===== src/design/atla_pkg.sv =====
// Package for the async track lane allocator.
// Holds shared sizes, codes, and controller/datapath command and status types.
package atla_pkg;

  localparam int NumSets     = 16;
  localparam int LanesPerSet = 16;
  localparam int NestBits    = 16;
  localparam int SetW        = $clog2(NumSets);
  localparam int LaneW       = $clog2(LanesPerSet);
  localparam int CntW        = $clog2(LanesPerSet + 1);
  localparam int AddrW       = $clog2(NumSets * LanesPerSet);
  localparam logic [NestBits-1:0] NestMax = {NestBits{1'b1}};

  typedef enum logic [1:0] {
    OP_BEGIN  = 2'd0,
    OP_END    = 2'd1,
    OP_SCOPED = 2'd2,
    OP_NONE   = 2'd3
  } op_e;

  typedef enum logic [1:0] {
    ST_OK       = 2'd0,
    ST_FULL     = 2'd1,
    ST_UNNESTED = 2'd2
  } status_e;

  typedef enum logic [1:0] {
    S_IDLE,
    S_SCAN,
    S_FINISH,
    S_RESULT
  } state_e;

  // Controller to datapath.
  typedef struct packed {
    logic load;       // capture the input word and its set's lane count
    logic scan;       // check the lane just read and read the next one
    logic finish;     // decide, write back, and form the result
  } cmd_t;

  // Datapath to controller.
  typedef struct packed {
    logic done;       // the scan has found its lane, run out of lanes, or has no lane work
  } stat_t;

endpackage


===== src/design/atla_ctrl.sv =====
// Controller state machine of the lane allocator.
// Depends on atla_pkg; drives the datapath through cmd_t and reads stat_t.
module atla_ctrl import atla_pkg::*; (
  input  logic  clk_i,
  input  logic  rst_ni,
  input  logic  in_valid_i,
  output logic  in_ready_o,
  output logic  out_valid_o,
  input  logic  out_ready_i,
  input  stat_t stat_i,
  output cmd_t  cmd_o
);

  state_e state_q, state_d;

  always_ff @(posedge clk_i or negedge rst_ni) begin
    if (!rst_ni) begin
      state_q <= S_IDLE;
    end else begin
      state_q <= state_d;
    end
  end

  always_comb begin
    state_d = state_q;
    case (state_q)
      S_IDLE:   if (in_valid_i) state_d = S_SCAN;
      S_SCAN:   if (stat_i.done) state_d = S_FINISH;
      S_FINISH: state_d = S_RESULT;
      S_RESULT: if (out_ready_i) state_d = S_IDLE;
      default:  state_d = S_IDLE;
    endcase
  end

  always_comb begin
    cmd_o       = '0;
    in_ready_o  = 1'b0;
    out_valid_o = 1'b0;
    case (state_q)
      S_IDLE: begin
        in_ready_o = 1'b1;
        cmd_o.load = in_valid_i;
      end
      S_SCAN:   cmd_o.scan = 1'b1;
      S_FINISH: cmd_o.finish = 1'b1;
      S_RESULT: out_valid_o = 1'b1;
      default:  cmd_o = '0;
    endcase
  end

endmodule


===== config.mk =====
export PLATFORM = sky130hd
export DESIGN_NAME = atla_ctrl
export DESIGN_NICKNAME = d
export VERILOG_FILES = /design/src/design/atla_pkg.sv /design/src/design/atla_ctrl.sv
export SDC_FILE = /design/constraint.sdc
export NUM_CORES = 1
export LEC_CHECK = 0
export BUFFER_PORTS_ARGS = -buffer_cell sky130_fd_sc_hd__buf_2
export CORE_AREA = 10 10 47 49
export CTS_CLUSTER_DIAMETER = 80
export DETAILED_ROUTE_END_ITERATION = 8
export DIE_AREA = 0 0 57 59
export HOLD_SLACK_MARGIN = 0.12
export SYNTH_ARGS = -nofsm -noshare
export SYNTH_HDL_FRONTEND = slang
export SYNTH_SLANG_ARGS = --single-unit
export TNS_END_PERCENT = 10

===== constraint.sdc =====
create_clock -name clk_i -period 2.1 [get_ports clk_i]
set_input_delay 0 -clock clk_i [delete_from_list [all_inputs] [get_ports clk_i]]
set_output_delay 0 -clock clk_i [all_outputs]
set_load 0.005 [all_outputs]

Yosys cells after proc, flatten, opt, wreduce, memory -nomap -nowiden
Index checks and enable logic that the tools add are counted.

storage, ports and cells
  bits of input ports = 5
  logic and storage cells = 18
  output and inout port bits = 5
  flip-flop bits (word level) = 2

operators by class
  multiplexer cells = 9
  equality and inequality tests = 6
  reductions and logical operators = 2

operator list
  kind                                                 count
  one-hot mux 2 bit (4 select lines)                   1
  two-way mux 2 bit                                    3
  inequality test 2 bit, second input constant         3
  two-way mux 1 bit                                    5
  equality test 2 bit, second input constant           2
  AND reduction 3 bit                                  1
  equality test 2 x 1 -> 1 bit, second input constant  1
  zero test 2 bit                                      1

Logic depth before layout (Yosys ltp)
  depth in word-level cells = 3
  mapped depth = 4

Least setup slack after synthesis
Ideal clock, no wire load.

  kind = reg-to-reg
  start point = reg state_q[1]
  end point = reg state_q[1]
  arrival time = 1.406 ns
  library setup time = 0.127 ns
  path buffers = 0
  stages on the path, launching flop included = 5
  period minus slack after synthesis = 1.533 ns
  path slack = 0.567 ns
  path through = dfrtp_1 -> inv_1 -> ha_1 -> a222oi_1 -> mux2_1

on the way
  word-level cells in the longest chain between the ends = 3
  elaborated cells on any way between the ends = 9
  those cells by class = 6 x eq/ne; 1 x mux; 2 x reduce/logical

RTL lines
  what                                                        line             source
  start, declared                                             atla_ctrl.sv:14  state_e state_q, state_d;
  start signal, assigned                                      atla_ctrl.sv:20  state_q <= state_d;
  equality test 2 x 1 -> 1 bit, or another cell as far along  atla_ctrl.sv:26  case (state_q)
  inequality test 2 bit (no source line)                      --
  AND reduction 3 bit (no source line)                        --

Several ways; a longest one is shown, not always the timed one.
A chain may end at the register's enable or synchronous reset.

Worst setup path in the final report
Ends and elaborated chain as after synthesis.

==> metrics.md <==
| Metric | Value |
|---|---|
| Routability Congestion | 0.586 |
| Critical path required time | 2.20 ns |
| # DRC | 0 |
| Drt first pass iters | 4 |
| DR vias | 153 |
| YS warnings | 0 |
| Pwr/cell area | 1310 mW/mm^2 |
| CTS Buf Count | 3 |
| Largest cells by area after synthesis | dfrtp_1 (31%), ha_1 (31%), inv_1 (12%) |
| Die extent in x | 57 um |
| Most frequent cells in the layout | buf_2 (9), inv_1 (5), ha_1 (4) |
| Seq/Total Area, Yosys | 31.3% |
| Synth cell types | 8 |
| Worst slew pin tran | 0.467 ns |
| Max FO, Critical Path | 4 |
| Mean routed wirelength per cell | 9.00 um |
| Iteration-0 DRC count of the detailed router | 1 |
| Post-synth net total | 25 |
| Largest net degree at the start of global routing | 5 |
| Biggest regs | state_q (2) |
| Ports | 10 |
| Routed Antenna Nets | 0 |
| Buffer and inverter count on the worst path | 1 |
| N_diodes | 0 |
| Setup TNS | 0 ns |
| Mapped Area | 160 um^2 |
| FF+latch count, synth | 2 |
| Global-route usage over all layers | 2.94% |
| Status | complete, no violations |
| Worst hold path type | primary input to register |
| Fin. max-slew vios | 0 |
| Leakage | 0.161 nW |
| Arrival time at the worst endpoint | 1.71 ns |
| CTS root buffer | clkbuf_4 |
| Count of final setup violators | 0 |
| Die Y | 59 um |
| Final Util | 19.1% |
| Biggest register | state_q |
| CP max-delay cell | a222oi_1 |
| Post-synthesis cell count | 16 |
| Relative slew margins | 68.9% |
| Gr ovfl total | 0 |
| Power consumption | 351 uW |
| First-pass GRT wire length | 676 um |
| Initial Util | 11.4% |
| Row cnt | 14 |
| Area leader, netlist | dfrtp_1 |
| Die footprint | 0.00336 mm^2 |
| Detailed Route WL | 414 um |
| Initial antenna violation count | 0 |
| Setup WS pre-CTS | 0.461 ns |
| VDD IR-drop max | 264 uV |
| Period Utilization, post-route | 76.8% |
| Post-DP Area | 225 um^2 |
| H-tree levels | 1 |
| Final instance area | 268 um^2 |
| Setup WS post-layout | 0.487 ns |
| Yosys top cell area share | 31.3% |
| Area grow syn2layout | 67.2% |
| Max_cap viols | 0 |
| CTS sink count | 2 |
| Dpl cells | 41 |
| Crit-path max cell delay | 0.49 ns |
| Fmax | 0.620 GHz |
| CP cell instances | inv_1 > ha_1 > a222oi_1 > mux2_1 |
| Via/cell ratio | 3.33 |
| Most common cell after layout, fill and taps aside | buf_2 |
| Crit path capture type | register |
| Number of global-route vias before repair | 171 |
| Synthesized area per cell | 10.0 um^2 |
| RSZ-0062 raised after global routing | no |
| Worst Clk Skew | 0.000154 ns |
| Core ar. | 0.00140 mm^2 |
| Share of cells above drive strength 1 | 40.0% |
| Reg clk slew, reported paths | 0.03 ns |
| Final hold violations | 0 |
| Nets | 41 |
| Clock latency on the worst-skew pair | 0.22 ns |
| Startpoint types | register |
| # resized after CTS | 0 |
| Port-buffer cells | 9 |
| Clock tree buffer depth | 2 |
| Final min period | 1.61 ns |
| Cell family with most CP delay | compound AO/OA/AOI/OAI gates |
| Final hold slack | 0.193 ns |
| Layout Cells excl Fill | 46 |
| TritonCTS clock tree | built |
| Max FFs per register | 2 |
| Critical path type | register to register |
-- routing by layer --
layer | track usage [%] | wire length, um | share of wire (%)
met5 | 0 | 0 | 0
met4 | 5.03 | 0 | 0
met3 | 3.65 | 112 | 27
met2 | 2.79 | 149 | 36
met1 | 2.14 | 153 | 37
-- worst paths after layout --
kind | start | to | slack, ns | cells past startpoint
max | state_q[1] | state_q[1] | 0.49 | 4
min | in_valid_i | state_q[0] | 0.19 | 4
max reg2reg | state_q[1] | state_q[1] | 0.49 | 4
min reg2reg | state_q[1] | state_q[1] | 0.55 | 1
max in group asynchronous | rst_ni | state_q[1] | 1.34 | 3
min in group asynchronous | rst_ni | state_q[0] | 0.64 | 3
-- worst min-delay path: stages --
cell and delay, ns:
buf_2 0.10, inv_1 0.04, a222oi_1 0.09, mux2i_1 0.13
-- final cells by class --
type | count | area [um^2]
clock buffer | 3 | 22.5
fill | 170 | 1130
multi-input combinational | 9 | 91.3
sequential | 2 | 50.0
inverter | 5 | 18.8
timing repair buffer | 11 | 65.1
tap | 16 | 20.0
-- cell families after synthesis --
group	count (synthesis)	share of synthesized area, %
AOI/OAI and AO/OA	1	6.25
adders and majority gates	4	31.3
buffers and inverters	5	11.7
DFF	2	31.3
muxes	2	13.3
and+or+nand+nor	2	6.25
-- power breakdown --
part	switching (mW)	internal (mW)
logic	0.0914	0.0970
clock network	0.0204	0.0629
registers	0.0180	0.0613
total	0.130	0.221
-- synthesized netlist by cell type --
master	number
inv_1	5
and2_1	1
ha_1	4
nor2_1	1
mux2_1	1
a222oi_1	1
mux2i_1	1
dfrtp_1	2
-- repair_timing --
| item | in CTS | in global routing |
|---|---|---|
| hold endpoints to repair | 2 | 0 |
| setup buffers | 0 | 0 |
| hold buffers | 2 | 0 |
Power figures use the tool's default switching activity.
